### config.mk
export PLATFORM = sky130hd
export DESIGN_NAME = vha_cfg
export DESIGN_NICKNAME = d
export VERILOG_FILES = /design/src/hw/rtl/vha_pkg.sv /design/src/hw/rtl/vha_cfg.sv
export SDC_FILE = /design/constraint.sdc
export NUM_CORES = 1
export LEC_CHECK = 0
export BUFFER_PORTS_ARGS = -buffer_cell sky130_fd_sc_hd__buf_4
export CELL_PAD_IN_SITES_DETAIL_PLACEMENT = 0
export CELL_PAD_IN_SITES_GLOBAL_PLACEMENT = 1
export CORE_MARGIN = 4
export CORE_UTILIZATION = 37
export CTS_CLUSTER_DIAMETER = 80
export DETAILED_ROUTE_END_ITERATION = 16
export GPL_TIMING_DRIVEN = 0
export HOLD_SLACK_MARGIN = 0.05
export PLACE_DENSITY = 0.91
export SYNTH_ARGS = -nofsm -noshare
export SYNTH_HDL_FRONTEND = slang
export SYNTH_SLANG_ARGS = --single-unit
export TNS_END_PERCENT = 30
### constraint.sdc
create_clock -name clk -period 2.1 [get_ports clk]
set_input_delay 0.105 -clock clk [delete_from_list [all_inputs] [get_ports clk]]
set_output_delay 0.105 -clock clk [all_outputs]
set_load 0.02 [all_outputs]
### src/hw/rtl/vha_pkg.sv
// vha_pkg: shared types, field widths, codes and reset values of the velocity histogram
// accumulator; no dependencies, used by vha_cfg, vha_ctrl, vha_dp and the top level
`timescale 1ns / 1ps
`default_nettype none
package vha_pkg;

	localparam int N_PROBES_DEF  = 4;
	localparam int N_ORIGINS_DEF = 4;
	localparam int N_SPECIES_DEF = 2;
	localparam int MAX_BINS_DEF  = 128;
	localparam int NUM_DIMS_DEF  = 3;

	localparam int CMD_W     = 2;
	localparam int PROBE_W   = 2;
	localparam int SPECIES_W = 1;
	localparam int ORIGIN_W  = 3;
	localparam int VEL_W     = 24;
	localparam int WEIGHT_W  = 32;
	localparam int VAR_W     = 3;
	localparam int BIN_W     = 7;
	localparam int COUNT_W   = 48;
	localparam int HIT_W     = 5;
	localparam int NB_CFG_W  = 8;
	localparam int BW_W      = 24;
	localparam int V2_W      = 48;
	localparam int ROOT_W    = V2_W / 2;
	localparam int REM_W     = ROOT_W + 1;
	localparam int DIV_W     = 48;
	localparam int ITER_W    = 6;
	localparam int SQRT_STEPS = ROOT_W;
	localparam int DIV_STEPS  = DIV_W;

	localparam int PADDR_W = 6;
	localparam int PDATA_W = 64;
	localparam int REG_IDX_W = 3;

	localparam logic [CMD_W-1:0] CMD_SAMPLE = 2'd0;
	localparam logic [CMD_W-1:0] CMD_READ   = 2'd1;
	localparam logic [CMD_W-1:0] CMD_CLEAR  = 2'd2;

	localparam logic [REG_IDX_W-1:0] REG_V_MIN     = 3'd0;
	localparam logic [REG_IDX_W-1:0] REG_BW_V      = 3'd1;
	localparam logic [REG_IDX_W-1:0] REG_BW_SPEED  = 3'd2;
	localparam logic [REG_IDX_W-1:0] REG_BW_V2     = 3'd3;
	localparam logic [REG_IDX_W-1:0] REG_NUM_BINS  = 3'd4;

	localparam logic signed [VEL_W-1:0] V_MIN_RST  = -24'sd1000;
	localparam logic [BW_W-1:0]         BW_V_RST   = 24'd21;
	localparam logic [BW_W-1:0]         BW_S_RST   = 24'd14;
	localparam logic [V2_W-1:0]         BW_V2_RST  = 48'd14285;
	localparam logic [NB_CFG_W-1:0]     NUM_BINS_RST = 8'd99;

	typedef struct packed {
		logic signed [VEL_W-1:0] v_min;
		logic [BW_W-1:0]         bw_v;
		logic [BW_W-1:0]         bw_speed;
		logic [V2_W-1:0]         bw_v2;
		logic [NB_CFG_W-1:0]     num_bins;
	} cfg_t;

	typedef enum logic [3:0] {
		OP_NONE       = 4'd0,
		OP_LOAD       = 4'd1,
		OP_SQ_MUL     = 4'd2,
		OP_SQ_ADD     = 4'd3,
		OP_SQRT_INIT  = 4'd4,
		OP_SQRT_STEP  = 4'd5,
		OP_DIV_INIT   = 4'd6,
		OP_DIV_STEP   = 4'd7,
		OP_DIV_END    = 4'd8,
		OP_ACC_RD     = 4'd9,
		OP_ACC_WR     = 4'd10,
		OP_RD_ISSUE   = 4'd11,
		OP_RD_OUT     = 4'd12,
		OP_CLR        = 4'd13,
		OP_RES_SAMPLE = 4'd14,
		OP_RES_ZERO   = 4'd15
	} dp_op_t;

	typedef struct packed {
		dp_op_t           op;
		logic [VAR_W-1:0] sel;
		logic             slot_total;
	} dp_cmd_t;

	typedef struct packed {
		logic item_ok;
		logic var_hit;
		logic clr_last;
	} dp_sts_t;

endpackage
`default_nettype wire

### src/hw/rtl/vha_cfg.sv
// vha_cfg: apb register file holding the binning configuration
// depends on vha_pkg
`timescale 1ns / 1ps
`default_nettype none
module vha_cfg (
	input  wire logic                        clk,
	input  wire logic                        arst_n,
	input  wire logic                        psel,
	input  wire logic                        penable,
	input  wire logic                        pwrite,
	input  wire logic [vha_pkg::PADDR_W-1:0] paddr,
	input  wire logic [vha_pkg::PDATA_W-1:0] pwdata,
	output logic      [vha_pkg::PDATA_W-1:0] prdata,
	output logic                             pready,
	output vha_pkg::cfg_t                    cfg
);

	vha_pkg::cfg_t cfg_q;
	logic [vha_pkg::REG_IDX_W-1:0] idx;
	logic wr;

	assign idx    = paddr[vha_pkg::PADDR_W-1:3];
	assign wr     = psel & penable & pwrite;
	assign pready = 1'b1;
	assign cfg    = cfg_q;

	always_ff @(posedge clk or negedge arst_n) begin
		if (!arst_n) begin
			cfg_q.v_min    <= vha_pkg::V_MIN_RST;
			cfg_q.bw_v     <= vha_pkg::BW_V_RST;
			cfg_q.bw_speed <= vha_pkg::BW_S_RST;
			cfg_q.bw_v2    <= vha_pkg::BW_V2_RST;
			cfg_q.num_bins <= vha_pkg::NUM_BINS_RST;
		end else if (wr) begin
			case (idx)
				vha_pkg::REG_V_MIN:    cfg_q.v_min    <= pwdata[vha_pkg::VEL_W-1:0];
				vha_pkg::REG_BW_V:     cfg_q.bw_v     <= pwdata[vha_pkg::BW_W-1:0];
				vha_pkg::REG_BW_SPEED: cfg_q.bw_speed <= pwdata[vha_pkg::BW_W-1:0];
				vha_pkg::REG_BW_V2:    cfg_q.bw_v2    <= pwdata[vha_pkg::V2_W-1:0];
				vha_pkg::REG_NUM_BINS: cfg_q.num_bins <= pwdata[vha_pkg::NB_CFG_W-1:0];
				default: ;
			endcase
		end
	end

	always_comb begin
		case (idx)
			vha_pkg::REG_V_MIN:    prdata = vha_pkg::PDATA_W'(cfg_q.v_min);
			vha_pkg::REG_BW_V:     prdata = vha_pkg::PDATA_W'(cfg_q.bw_v);
			vha_pkg::REG_BW_SPEED: prdata = vha_pkg::PDATA_W'(cfg_q.bw_speed);
			vha_pkg::REG_BW_V2:    prdata = vha_pkg::PDATA_W'(cfg_q.bw_v2);
			vha_pkg::REG_NUM_BINS: prdata = vha_pkg::PDATA_W'(cfg_q.num_bins);
			default:               prdata = '0;
		endcase
	end

endmodule
`default_nettype wire

Word level (Yosys, flattened, before mapping). Cells that the tools add are included.

Register bits: 128. Output and inout bits: 193. Logic and storage cells: 18.

Eq/ne operators: 4. Muxes and demuxes: 1. Bitwise operators: 2. Reductions and logical operators: 6.

Operator list (count): $pmux 64 s5 (1); $reduce_and 2->1 (5); $eq 3x2->1 const B (2); $eq 3x1->1 const B (1); $eq 3x3->1 const B (1); $logic_not 3->1 (1); $and 1x1->1 (2).

Depth between registers and ports, before layout.
Depth in word-level cells: 3. Gate-level depth with buffers: 5. Mapped depth without buffers: 3.

Worst setup path after synthesis. No wires, ideal clock.

Path type: register to output. Start point: register cfg_q, in the netlist cfg[127]. End point: output port prdata[24] (netlist name). Arrival time: 1.679 ns. Required time: 1.995 ns. Setup slack: 0.316 ns. Stages on the path, launching flop included: 4. Cells stage by stage: dfstp_2 > nor4b_2 > buf_2 > a21o_1.

Longest elaborated chain between the ends: 1.

RTL lines: start, declared (RTL line vha_cfg.sv:18) `vha_pkg::cfg_t cfg_q;`; $pmux 64 s5 (RTL line vha_cfg.sv:47) `case (idx)`; end, declared (RTL line vha_cfg.sv:13) `output logic [vha_pkg::PDATA_W-1:0] prdata,`.

Every way passes these cells.

Worst setup path in the final report.
Start point: input port paddr[3] (netlist name). End point: output port prdata[3] (netlist name).

Longest elaborated chain between the ends: 2. Elaborated cells on any way between the ends: 6. Those cells by class: eq/ne: 4; mux: 1; reduce/logical: 1.

RTL lines: start, declared (RTL line vha_cfg.sv:11) `input wire logic [vha_pkg::PADDR_W-1:0] paddr,`; $eq 3x3->1 (tied with other cells) (RTL line vha_cfg.sv:47); $pmux 64 s5 * (RTL line vha_cfg.sv:47).

Mark *: on every way between the ends. The rest lies on a longest branch, timed or not.

==> run metrics <==
maximum VDD drop=0.550 mV; Worst EP arrival=1.85 ns; initial core utilization=0.379; DRC violations left=0; final RePlAce weighted congestion=0.758; die height=136 um; Slowest Stage Delay on Critical Path=approximately 0.4 ns; Largest register FFs=128; Rel. slew slack=0.500; cell area power density=between 1000 and 1500 nW/um2; Hold Crit Class=in -> reg; vias=~4.7k; Total GRT Usage=0.209; Routed Antenna Nets=0; final worst path period share=0.933; startpoint types=input pin; number of buffers created by CTS=17; I/O pins=268; Seq cells post-synth=128; CP Data Required Time=about 2 ns; CTS tree=done; Root Driver=clkbuf_16; predominant post-synthesis flop cell=dfrtp_1; clk_skew=0 ns; WL final=19300 um; Layout Cells excl Fill=949; first-pass GRT wire length=roughly 29000 um; Syn Area/Cell=15.1 um2; CTS H-tree lvls=4; max-capacitance violation count=0; core area=between 15000 and 20000 um2; Tmin final=1.96 ns; final hold vios=0; Area Overhead vs Synth=54.3%; Skew-Pair Late Insertion Delay=around 0.41 ns; register area=3250 um2; Syn Nets=478; RSZ-0062 raised after global routing=no; total gr overflow=0; count of cell types in the netlist=27; synthesized cell area=6070 um2; ordered list of cells on the worst path=buf_4 -> buf_2 -> buf_2 -> mux2_2 -> a32oi_1 -> o21ai_0 -> buf_4; Ant. Diodes=0; Seq/Total Area, Yosys=0.535; Syn Inst Count=403; crit path max-delay cell type=buf_2; via/cell ratio=~5.0; Worst-Margin Slew=0.747 ns; Critical Path End Type=primary output; Fillers=around 1.3k; # rows=46; drt initial violations=157; CP bufs+invs=4; Final Total Pwr=0.00944 W; DR WL/cell=20.3 um; Placed Instances=between 800 and 900; Clock Sinks=roughly 130; setup TNS=0 ns; Clock Pin Slew Worst Setup and Hold Paths=0.06 ns; CP Max Fanout=10; area of the multi-input gates=2560 um2; Crit Path Class=in -> out; # nets final=795; vias in the first global route=~5.1k; fin. max-slew vios=0; Die ar.=between 15000 and 20000 um2; share of cells above drive strength 1=0.696; fmax=510 MHz; number of synthesized flops with an enable pin=0; port bufs=approximately 250; clk buf depth=2; status=finished clean; Post-synth ARST share=1.00; drt first pass iters=4; YS warnings=0; antenna violations before repair=0; Final setup viols=0; largest net degree at the start of global routing=between 60 and 70; delay-heaviest family, CP=buffers and inverters; LEAKAGE=4.72 nW; post-DP HPWL=approximately 14000 um; Die Wd=between 100 and 150 um
[final cells by class]
cell class	count	share of cell area
clock inverter	11	0.0162
tap	216	0.0288
sequential	128	0.347
timing repair buffer	299	0.255
multi-input combinational	231	0.273
inverter	1	0.000401
buffer	42	0.0294
clock buffer	21	0.0502
[cells in the mapped netlist, types with 8 or more instances]
master	number	share of area
mux2_2	116	0.22
dfrtp_1	92	0.38
dfstp_2	36	0.16
a21o_1	24	0.030
buf_4	20	0.025
mux2_4	20	0.049
nor2b_1	18	0.019
mux4_2	16	0.059
buf_2	12	0.0099
a22oi_1	8	0.0099
a32oi_1	8	0.012
o21ai_0	8	0.0066
[cells by family after synthesis]
logic type	Yosys count	synth area share
multiplexers	152	0.324
AND/OR/NAND/NOR	30	0.0371
buffers and inverters	44	0.0457
other	1	0.000618
flip-flops	128	0.535
AO/OA/AOI/OAI	48	0.0577
[power by group]
part           leakage (nW)  switching [W]  internal, W  total, W
combinational          2.86        0.00142      0.00147   0.00289
sequential             1.55       0.000420      0.00306   0.00348
clock                 0.304        0.00111      0.00197   0.00308
total                  4.72        0.00295      0.00650   0.00944
[metrics by stage]
step	instance area (um2)	utilization	hold slack (ns)	setup slack, ns
6_report	9370	0.585	0.153	0.140
5_1_grt	9370	0.585	0.155	0.0423
4_1_cts	9370	0.586	0.141	0.0659
3_3_place_gp	8200	0.512	0.338	-0.187
2_1_floorplan	6070	-	-0.191	0.316
3_5_place_dp	8230	0.514	0.138	-0.206
[placed cells by master (no fill, tap or decap), drive strengths merged, types with 4 or more instances in the layout]
master / count
dlygate4sd3: 49
buf: 286
nor2b: 18
a22oi: 8
clkbuf: 27
clkinv: 4
a21o: 24
mux2: 136
dfstp: 36
mux4: 16
dfrtp: 92
o21ai: 8
a32oi: 8
inv: 4
[path summary, 6_finish.rpt]
kind	start	to	slack, ns	cells after the start
max	paddr[3]	prdata[3]	0.14	7
min	paddr[4]	cfg[81]	0.15	3
min in group asynchronous	arst_n	cfg[62]	0.26	2
max in group asynchronous	arst_n	cfg[117]	1.08	3
min reg2reg	cfg[94]	cfg[94]	0.53	1
max reg2reg	cfg[50]	cfg[50]	1.29	1
[layer usage]
layer | part of all wire | global-route usage | up-vias
met5 | 0 | 0 | -
met3 | 0.067 | 0.0514 | 17
met4 | 0.011 | 0.0554 | 0
met2 | 0.51 | 0.361 | 187
li1 | - | - | 2102
met1 | 0.41 | 0.262 | 2429
[repair_timing]
action,CTS,global route
endpoints found under the setup margin,37,6
hold buffers,49,0
pin swaps,0,0
resized for setup,3,1
buffers inserted,2,0
endpoints found under the hold margin,173,0
Power figures use the tool's default switching activity.
