===== src/hw/rtl/vha_pkg.sv =====
// vha_pkg: shared types, field widths, codes and reset values of the velocity histogram
// accumulator; no dependencies, used by vha_cfg, vha_ctrl, vha_dp and the top level
`timescale 1ns / 1ps
`default_nettype none
package vha_pkg;

	localparam int N_PROBES_DEF  = 4;
	localparam int N_ORIGINS_DEF = 4;
	localparam int N_SPECIES_DEF = 2;
	localparam int MAX_BINS_DEF  = 128;
	localparam int NUM_DIMS_DEF  = 3;

	localparam int CMD_W     = 2;
	localparam int PROBE_W   = 2;
	localparam int SPECIES_W = 1;
	localparam int ORIGIN_W  = 3;
	localparam int VEL_W     = 24;
	localparam int WEIGHT_W  = 32;
	localparam int VAR_W     = 3;
	localparam int BIN_W     = 7;
	localparam int COUNT_W   = 48;
	localparam int HIT_W     = 5;
	localparam int NB_CFG_W  = 8;
	localparam int BW_W      = 24;
	localparam int V2_W      = 48;
	localparam int ROOT_W    = V2_W / 2;
	localparam int REM_W     = ROOT_W + 1;
	localparam int DIV_W     = 48;
	localparam int ITER_W    = 6;
	localparam int SQRT_STEPS = ROOT_W;
	localparam int DIV_STEPS  = DIV_W;

	localparam int PADDR_W = 6;
	localparam int PDATA_W = 64;
	localparam int REG_IDX_W = 3;

	localparam logic [CMD_W-1:0] CMD_SAMPLE = 2'd0;
	localparam logic [CMD_W-1:0] CMD_READ   = 2'd1;
	localparam logic [CMD_W-1:0] CMD_CLEAR  = 2'd2;

	localparam logic [REG_IDX_W-1:0] REG_V_MIN     = 3'd0;
	localparam logic [REG_IDX_W-1:0] REG_BW_V      = 3'd1;
	localparam logic [REG_IDX_W-1:0] REG_BW_SPEED  = 3'd2;
	localparam logic [REG_IDX_W-1:0] REG_BW_V2     = 3'd3;
	localparam logic [REG_IDX_W-1:0] REG_NUM_BINS  = 3'd4;

	localparam logic signed [VEL_W-1:0] V_MIN_RST  = -24'sd1000;
	localparam logic [BW_W-1:0]         BW_V_RST   = 24'd21;
	localparam logic [BW_W-1:0]         BW_S_RST   = 24'd14;
	localparam logic [V2_W-1:0]         BW_V2_RST  = 48'd14285;
	localparam logic [NB_CFG_W-1:0]     NUM_BINS_RST = 8'd99;

	typedef struct packed {
		logic signed [VEL_W-1:0] v_min;
		logic [BW_W-1:0]         bw_v;
		logic [BW_W-1:0]         bw_speed;
		logic [V2_W-1:0]         bw_v2;
		logic [NB_CFG_W-1:0]     num_bins;
	} cfg_t;

	typedef enum logic [3:0] {
		OP_NONE       = 4'd0,
		OP_LOAD       = 4'd1,
		OP_SQ_MUL     = 4'd2,
		OP_SQ_ADD     = 4'd3,
		OP_SQRT_INIT  = 4'd4,
		OP_SQRT_STEP  = 4'd5,
		OP_DIV_INIT   = 4'd6,
		OP_DIV_STEP   = 4'd7,
		OP_DIV_END    = 4'd8,
		OP_ACC_RD     = 4'd9,
		OP_ACC_WR     = 4'd10,
		OP_RD_ISSUE   = 4'd11,
		OP_RD_OUT     = 4'd12,
		OP_CLR        = 4'd13,
		OP_RES_SAMPLE = 4'd14,
		OP_RES_ZERO   = 4'd15
	} dp_op_t;

	typedef struct packed {
		dp_op_t           op;
		logic [VAR_W-1:0] sel;
		logic             slot_total;
	} dp_cmd_t;

	typedef struct packed {
		logic item_ok;
		logic var_hit;
		logic clr_last;
	} dp_sts_t;

endpackage
`default_nettype wire


===== src/hw/rtl/vha_ctrl.sv =====
// vha_ctrl: sequencer for sample, read and clear transactions
// depends on vha_pkg; drives vha_dp through command and status structs
`timescale 1ns / 1ps
`default_nettype none
module vha_ctrl #(
	parameter int NUM_DIMS = vha_pkg::NUM_DIMS_DEF
) (
	input  wire logic                      clk,
	input  wire logic                      arst_n,
	input  wire logic                      start,
	input  wire logic [vha_pkg::CMD_W-1:0] cmd,
	input  vha_pkg::dp_sts_t               sts,
	output vha_pkg::dp_cmd_t               dcmd,
	output logic                           busy,
	output logic                           done
);

	localparam int NVARS = NUM_DIMS + 2;

	typedef enum logic [14:0] {
		S_CLR        = 15'b000000000000001,
		S_IDLE       = 15'b000000000000010,
		S_DISP       = 15'b000000000000100,
		S_SQ_MUL     = 15'b000000000001000,
		S_SQ_ADD     = 15'b000000000010000,
		S_SQRT_INIT  = 15'b000000000100000,
		S_SQRT       = 15'b000000001000000,
		S_DIV_INIT   = 15'b000000010000000,
		S_DIV        = 15'b000000100000000,
		S_DIV_END    = 15'b000001000000000,
		S_ACC_RD     = 15'b000010000000000,
		S_ACC_WR     = 15'b000100000000000,
		S_RD_ISSUE   = 15'b001000000000000,
		S_RD_OUT     = 15'b010000000000000,
		S_RES        = 15'b100000000000000
	} state_t;

	state_t state_q, state_d;
	logic [vha_pkg::VAR_W-1:0]  sel_q, sel_d;
	logic                       slot_q, slot_d;
	logic [vha_pkg::ITER_W-1:0] iter_q, iter_d;
	logic [vha_pkg::CMD_W-1:0]  cmd_q, cmd_d;
	logic                       clr_cmd_q, clr_cmd_d;
	logic                       res_smp_q, res_smp_d;
	logic                       done_q;
	logic                       last_var;

	assign last_var = (sel_q == vha_pkg::VAR_W'(NVARS - 1));
	assign busy = (state_q != S_IDLE);
	assign done = done_q;

	always_comb begin
		state_d   = state_q;
		sel_d     = sel_q;
		slot_d    = slot_q;
		iter_d    = iter_q;
		cmd_d     = cmd_q;
		clr_cmd_d = clr_cmd_q;
		res_smp_d = res_smp_q;
		dcmd.op   = vha_pkg::OP_NONE;
		dcmd.sel  = sel_q;
		dcmd.slot_total = slot_q;
		case (state_q)
			S_CLR: begin
				dcmd.op = vha_pkg::OP_CLR;
				if (sts.clr_last) begin
					res_smp_d = 1'b0;
					state_d = clr_cmd_q ? S_RES : S_IDLE;
				end
			end
			S_IDLE: begin
				if (start) begin
					dcmd.op = vha_pkg::OP_LOAD;
					cmd_d   = cmd;
					state_d = S_DISP;
				end
			end
			S_DISP: begin
				sel_d  = '0;
				slot_d = 1'b0;
				res_smp_d = 1'b0;
				case (cmd_q)
					vha_pkg::CMD_SAMPLE: state_d = sts.item_ok ? S_SQ_MUL : S_RES;
					vha_pkg::CMD_READ:   state_d = S_RD_ISSUE;
					vha_pkg::CMD_CLEAR: begin
						clr_cmd_d = 1'b1;
						state_d   = S_CLR;
					end
					default: state_d = S_RES;
				endcase
			end
			S_SQ_MUL: begin
				dcmd.op = vha_pkg::OP_SQ_MUL;
				state_d = S_SQ_ADD;
			end
			S_SQ_ADD: begin
				dcmd.op = vha_pkg::OP_SQ_ADD;
				if (sel_q == vha_pkg::VAR_W'(NUM_DIMS - 1)) begin
					state_d = S_SQRT_INIT;
				end else begin
					sel_d   = sel_q + 1'b1;
					state_d = S_SQ_MUL;
				end
			end
			S_SQRT_INIT: begin
				dcmd.op = vha_pkg::OP_SQRT_INIT;
				iter_d  = '0;
				state_d = S_SQRT;
			end
			S_SQRT: begin
				dcmd.op = vha_pkg::OP_SQRT_STEP;
				iter_d  = iter_q + 1'b1;
				if (iter_q == vha_pkg::ITER_W'(vha_pkg::SQRT_STEPS - 1)) begin
					sel_d   = '0;
					state_d = S_DIV_INIT;
				end
			end
			S_DIV_INIT: begin
				dcmd.op = vha_pkg::OP_DIV_INIT;
				iter_d  = '0;
				state_d = S_DIV;
			end
			S_DIV: begin
				dcmd.op = vha_pkg::OP_DIV_STEP;
				iter_d  = iter_q + 1'b1;
				if (iter_q == vha_pkg::ITER_W'(vha_pkg::DIV_STEPS - 1)) begin
					state_d = S_DIV_END;
				end
			end
			S_DIV_END: begin
				dcmd.op = vha_pkg::OP_DIV_END;
				if (last_var) begin
					sel_d   = '0;
					slot_d  = 1'b0;
					state_d = S_ACC_RD;
				end else begin
					sel_d   = sel_q + 1'b1;
					state_d = S_DIV_INIT;
				end
			end
			S_ACC_RD: begin
				if (sts.var_hit) begin
					dcmd.op = vha_pkg::OP_ACC_RD;
					state_d = S_ACC_WR;
				end else if (last_var) begin
					res_smp_d = 1'b1;
					state_d   = S_RES;
				end else begin
					sel_d = sel_q + 1'b1;
				end
			end
			S_ACC_WR: begin
				dcmd.op = vha_pkg::OP_ACC_WR;
				state_d = S_ACC_RD;
				if (!slot_q) begin
					slot_d = 1'b1;
				end else begin
					slot_d = 1'b0;
					if (last_var) begin
						res_smp_d = 1'b1;
						state_d   = S_RES;
					end else begin
						sel_d = sel_q + 1'b1;
					end
				end
			end
			S_RD_ISSUE: begin
				dcmd.op = vha_pkg::OP_RD_ISSUE;
				state_d = S_RD_OUT;
			end
			S_RD_OUT: begin
				dcmd.op = vha_pkg::OP_RD_OUT;
				state_d = S_IDLE;
			end
			S_RES: begin
				dcmd.op   = res_smp_q ? vha_pkg::OP_RES_SAMPLE : vha_pkg::OP_RES_ZERO;
				clr_cmd_d = 1'b0;
				state_d   = S_IDLE;
			end
			default: state_d = S_IDLE;
		endcase
	end

	always_ff @(posedge clk or negedge arst_n) begin
		if (!arst_n) begin
			state_q   <= S_CLR;
			sel_q     <= '0;
			slot_q    <= 1'b0;
			iter_q    <= '0;
			cmd_q     <= '0;
			clr_cmd_q <= 1'b0;
			res_smp_q <= 1'b0;
			done_q    <= 1'b0;
		end else begin
			state_q   <= state_d;
			sel_q     <= sel_d;
			slot_q    <= slot_d;
			iter_q    <= iter_d;
			cmd_q     <= cmd_d;
			clr_cmd_q <= clr_cmd_d;
			res_smp_q <= res_smp_d;
			done_q    <= (state_q == S_RD_OUT) || (state_q == S_RES);
		end
	end

endmodule
`default_nettype wire


===== config.mk =====
export PLATFORM = sky130hd
export DESIGN_NAME = vha_ctrl
export DESIGN_NICKNAME = d
export VERILOG_FILES = /design/src/hw/rtl/vha_pkg.sv /design/src/hw/rtl/vha_ctrl.sv
export SDC_FILE = /design/constraint.sdc
export NUM_CORES = 1
export LEC_CHECK = 0
export ABC_AREA = 0
export BUFFER_PORTS_ARGS = -buffer_cell sky130_fd_sc_hd__buf_2
export CAP_MARGIN = 20
export CORE_UTILIZATION = 45
export DETAILED_ROUTE_END_ITERATION = 8
export GPL_ROUTABILITY_DRIVEN = 0
export PLACE_DENSITY_LB_ADDON = 0.1
export SETUP_SLACK_MARGIN = 0.5
export SYNTH_ARGS = -nofsm -noshare
export SYNTH_HDL_FRONTEND = slang
export SYNTH_SLANG_ARGS = --single-unit

===== constraint.sdc =====
create_clock -name clk -period 3.39 [get_ports clk]
set_clock_uncertainty 0.05 [all_clocks]
set_input_delay 0.339 -clock clk [delete_from_list [all_inputs] [get_ports clk]]
set_output_delay 0.339 -clock clk [all_outputs]
set_load 0.005 [all_outputs]

# Yosys cells after proc, flatten, opt, wreduce, memory -nomap -nowiden

Cells that the tools add are included.

Register bits: 30
Bits of input ports: 8
Word-level logic and storage cells: 93

Add/sub/neg operators: 2
Eq/ne operators: 32
Muxes and demuxes: 36
Reductions and logical operators: 15

Operators by type and width:

| kind                                                   | count |
|---|---|
| case mux 15 bit (13 select lines)                      | 1 |
| two-way mux 15 bit                                     | 10 |
| case mux 4 bit (14 select lines)                       | 1 |
| case mux 15 bit (3 select lines)                       | 1 |
| two-way mux 3 bit                                      | 6 |
| inequality test 2 bit, second input constant           | 9 |
| case mux 3 bit (6 select lines)                        | 1 |
| equality test 15 x 1 -> 1 bit, second input constant   | 1 |
| equality test 15 x 10 -> 1 bit, second input constant  | 1 |
| equality test 15 x 11 -> 1 bit, second input constant  | 1 |
| equality test 15 x 12 -> 1 bit, second input constant  | 1 |
| equality test 15 x 13 -> 1 bit, second input constant  | 1 |
| equality test 15 x 14 -> 1 bit, second input constant  | 1 |
| equality test 15 bit, second input constant            | 1 |
| equality test 15 x 2 -> 1 bit, second input constant   | 1 |
| equality test 15 x 3 -> 1 bit, second input constant   | 1 |
| equality test 15 x 4 -> 1 bit, second input constant   | 1 |
| equality test 15 x 5 -> 1 bit, second input constant   | 1 |
| equality test 15 x 6 -> 1 bit, second input constant   | 1 |
| equality test 15 x 7 -> 1 bit, second input constant   | 1 |
| equality test 15 x 8 -> 1 bit, second input constant   | 1 |
| equality test 15 x 9 -> 1 bit, second input constant   | 1 |
| inequality test 15 x 2 -> 1 bit, second input constant | 1 |
| case mux 6 bit (2 select lines)                        | 1 |
| 26 further kinds                                       | 39 |

# Longest topological paths before layout

Depth after elaboration: 4
Mapped depth: 8
Depth with buffers taken out: 8

# Worst setup path after synthesis

No wires, ideal clock.

Path kind: register -> register
Start point: reg state_q[9]
End point: reg sel_q[2] in the netlist's numbering
Arrival time: 2400 ps
Data required time: 3215 ps
Slack: 814 ps
Cell stages (with the launch flop): 8
Path through: dfrtp_1 -> buf_6 -> or4_4 -> or4_4 -> a21boi_4 -> a2111oi_4 -> a21boi_1 -> mux2i_1

Cells in the longest elaborated chain, start to end: 3

Ends and longest elaborated chain:

| what                                                                  | RTL line        | RTL |
|---|---|---|
| start, declared                                                       | vha_ctrl.sv:38  | `state_t state_q, state_d;` |
| start signal, assigned                                                | vha_ctrl.sv:195 | `state_q <= state_d;` |
| equality test 15 x 12 -> 1 bit (tied with other cells)                | vha_ctrl.sv:63  | `case (state_q)` |
| nonzero test 6 bit (no line) or inequality test 2 bit (tied branches) | n/a             |  |
| AND reduction 5 bit (no line)                                         | n/a             |  |
| end signal, assigned                                                  | vha_ctrl.sv:196 | `sel_q <= sel_d;` |
| end, declared                                                         | vha_ctrl.sv:39  | `logic [vha_pkg::VAR_W-1:0] sel_q, sel_d;` |

Several ways; a longest one is shown, not always the timed one.
A chain may end at the register's enable or synchronous reset.

==> results.md <==
- Ant. Diodes: 0
- CP startpoint kind: register
- Ordered cell list for the critical path: or4_4, nor2_1, nand2_1, nor2_1, nand3b_1, o211ai_1, buf_2
- Netlist Area Pre-Place: between 0.0015 and 0.002 sq mm
- Leakage: 1.017 nW
- # rows: 23
- Period minus WS final: 2.819 ns
- DRC: 0
- Final hold violation count: 0
- Max incr delay on CP: 0.62 ns
- Setup ws final: between 0.5 and 0.6 ns
- DR pass1 iterations: 4
- Max-cap violations: 0
- Violation count after the first detailed-route iteration: 96
- Worst setup EP type: primary output
- Post-synth ARST share: 1.000
- Pre-CTS WS: 0.6483 ns
- Register-to-Register Setup Slack: 0.64 ns
- Met1 wire length: 2247 um
- Nets: 249
- Hpwl dp: approximately 3800 um
- Cell mode on critical path: nor2_1
- WP data arrival: 2.43 ns
- Drt total wl: 5025 um
- Net count after synthesis: about 230
- Post-synthesis register bit count: 30
- Unique masters post-synth: 54
- Inst Count DP: 280
- R2r endpoint: state_q[9]
- Met2 WL: 2435 um
- Clk slew on worst S/H paths: 0.07 ns
- Die X: 67.54 um
- Grt total ovfl: 0
- Status: finished, final reports clean
- Clock Tree Root: clkbuf_8
- Area occupied by multi-input gates: 0.001131 sq mm
- Post-synth EDFFs: 0
- Num CTS Buffers: 5
- Post-synthesis sequential area ratio: 0.3890
- Largest net degree at the start of global routing: 31
- Synthesized area per cell: around 8.8 sq um
- Slew @ Worst Pin: around 0.7 ns
- Clock Path Buffers: 2
- Power per cell area: 596.4 mW/mm^2
- Total core area: 0.004058 sq mm
- CTS tree: done
- Share of cells above drive strength 1: 0.1891
- WL per Instance: 17.45 um
- HP Class: in2async
- RSZ-0062 raised after global routing: true
- Vias: 1748
- Crit path max-delay family: simple AND/OR/NAND/NOR gates
- Total Neg Setup Slack: 0 ns
- Die Span Y: 67.54 um
- Metal3 WL: 263 um
- Rel. slew slack: 0.5292
- Slowest CP cell: or4_4
- CP Buf/Inv Count: 1
- Yosys synthesis warning count: 0
- Via density: 6.069
- Setup-failing EPs final: 0
- First-pass GRT wire length: 8093 um
- Top sig layer: met4
- ANT nets after route: 0
- CP Data Required Time: about 3 ns
- Register area: 752.0 sq um
- WS Path Type: reg2out
- Initial Utilization: 0.4764
- Die Footprint: 0.004562 sq mm
- Clk sinks: 30
- FILL cells: 367
- Clock insertion delay at the later pin of the skew report: 0.29 ns
- R2R depth: 6
- Area grow syn2layout: 15.15%
- Finished Layout Cells: between 200 and 300
- Max Fclk: between 0.3 and 0.4 GHz
- I/O Pins: 18
- Aggregate global-route resource usage: 0.2450
- Initial antenna violation count: 0
- IO buf count: 17
- Most used flip-flop cell after synthesis: dfrtp_1
- Max-slew violations: 0
- H-tree lvl count: 2
- Vias in the first global route: roughly 1700
- Period utilisation layout: 0.8316
- Syn Inst Count: 219
- Max IR drop VDD: slightly above 300 uV
- Worst R2R Start: state_q[1]
- Max FO, Critical Path: 8
[how the worst max path moves through the flow]
| stage | endpoint | startpoint | cells past startpoint |
|---|---|---|---|
| 4_1_cts | dcmd[4] | state_q[4] | 7 |
| 3_5_place_dp | dcmd[4] | state_q[4] | 7 |
| 3_3_place_gp | dcmd[4] | state_q[4] | 7 |
| 2_1_floorplan | sel_q[2] | state_q[9] | 7 |
| 6_report | dcmd[4] | state_q[4] | 7 |
| 5_1_grt | dcmd[4] | state_q[9] | 7 |
[through the flow]
step | hold slack (ns) | area, sq um | total power [W] | util
after floorplan | -0.006591 | 1933 | 0.0007137 | -
after global placement | 0.3641 | 2059 | 0.0008371 | 0.5076
after detailed placement | 0.3843 | 2059 | 0.0008538 | 0.5076
after CTS | 0.07675 | 2211 | 0.001314 | 0.5449
after global routing | 0.1018 | 2226 | 0.001387 | 0.5486
final | 0.03622 | 2226 | 0.001327 | 0.5486
[per-layer routing]
metal  track usage  vias to the layer above
met3       0.05236                        9
met5             0                        -
met2        0.4072                       50
met1        0.3133                      842
li1              -                      847
met4       0.07979                        0
[cell type report]
cell class,instances,area share
sequential,30,0.3378
tap,50,0.02811
timing repair buffer,21,0.05171
multi-input combinational,173,0.5081
clock inverter,2,0.02698
inverter,6,0.01012
clock buffer,6,0.03710
[Yosys cell counts, drive strengths merged (5+ instances only)]
cell type / count / area share
nand2: 20 / 0.039
nand3: 15 / 0.039
o21ai: 14 / 0.036
nor3: 10 / 0.026
clkbuf: 7 / 0.014
nor2: 18 / 0.035
nor4b: 6 / 0.027
or4: 5 / 0.023
inv: 6 / 0.012
nor4: 7 / 0.023
dfrtp: 29 / 0.38
and3: 6 / 0.019
a21oi: 7 / 0.018
[placed cells by master, fill, tap and decap left out, types with 6 or more instances in the layout]
cell type,n
o21ai_0,14
nand3_1,15
nor4_1,7
nand2_1,20
clkbuf_8,6
buf_2,17
and3_1,6
dfrtp_1,29
a21oi_1,7
nor3_1,9
inv_1,6
nor2_1,17
[timing repair]
action | 4_1_cts | 5_1_grt
resized for setup | 2 | 4
hold buffers | 0 | 0
endpoints found under the hold margin | 0 | 0
endpoints found under the setup margin | 3 | 3
pin swaps | 0 | 1
setup buffers | 0 | 0
[where the power goes]
part / switching, W / internal, W
Clock: 0.000147 / 0.000314
Sequential: 0.0000494 / 0.000396
Combinational: 0.000245 / 0.000177
Total: 0.000441 / 0.000887
[cells by family (layout without fill, tap and decap cells)]
| group | Yosys count | count (layout) | synth area share |
|---|---|---|---|
| adder cells (fa/ha/maj) | 4 | 4 | 0.02589 |
| buffers and inverters | 16 | 35 | 0.03818 |
| flip-flops | 30 | 30 | 0.3890 |
| AO/OA/AOI/OAI | 46 | 46 | 0.1709 |
| XOR/XNOR | 7 | 7 | 0.03172 |
| multiplexers | 3 | 3 | 0.01683 |
| AND/OR/NAND/NOR | 113 | 113 | 0.3275 |
[flip-flops by register name (all words and copies together), names as in the netlist]
signal / flops
state_q: 15
done: 1
sel_q: 3
clr_cmd_q: 1
cmd_q: 2
res_smp_q: 1
iter_q: 6
slot_q: 1
Note: power is estimated with default switching activity, not from simulation.
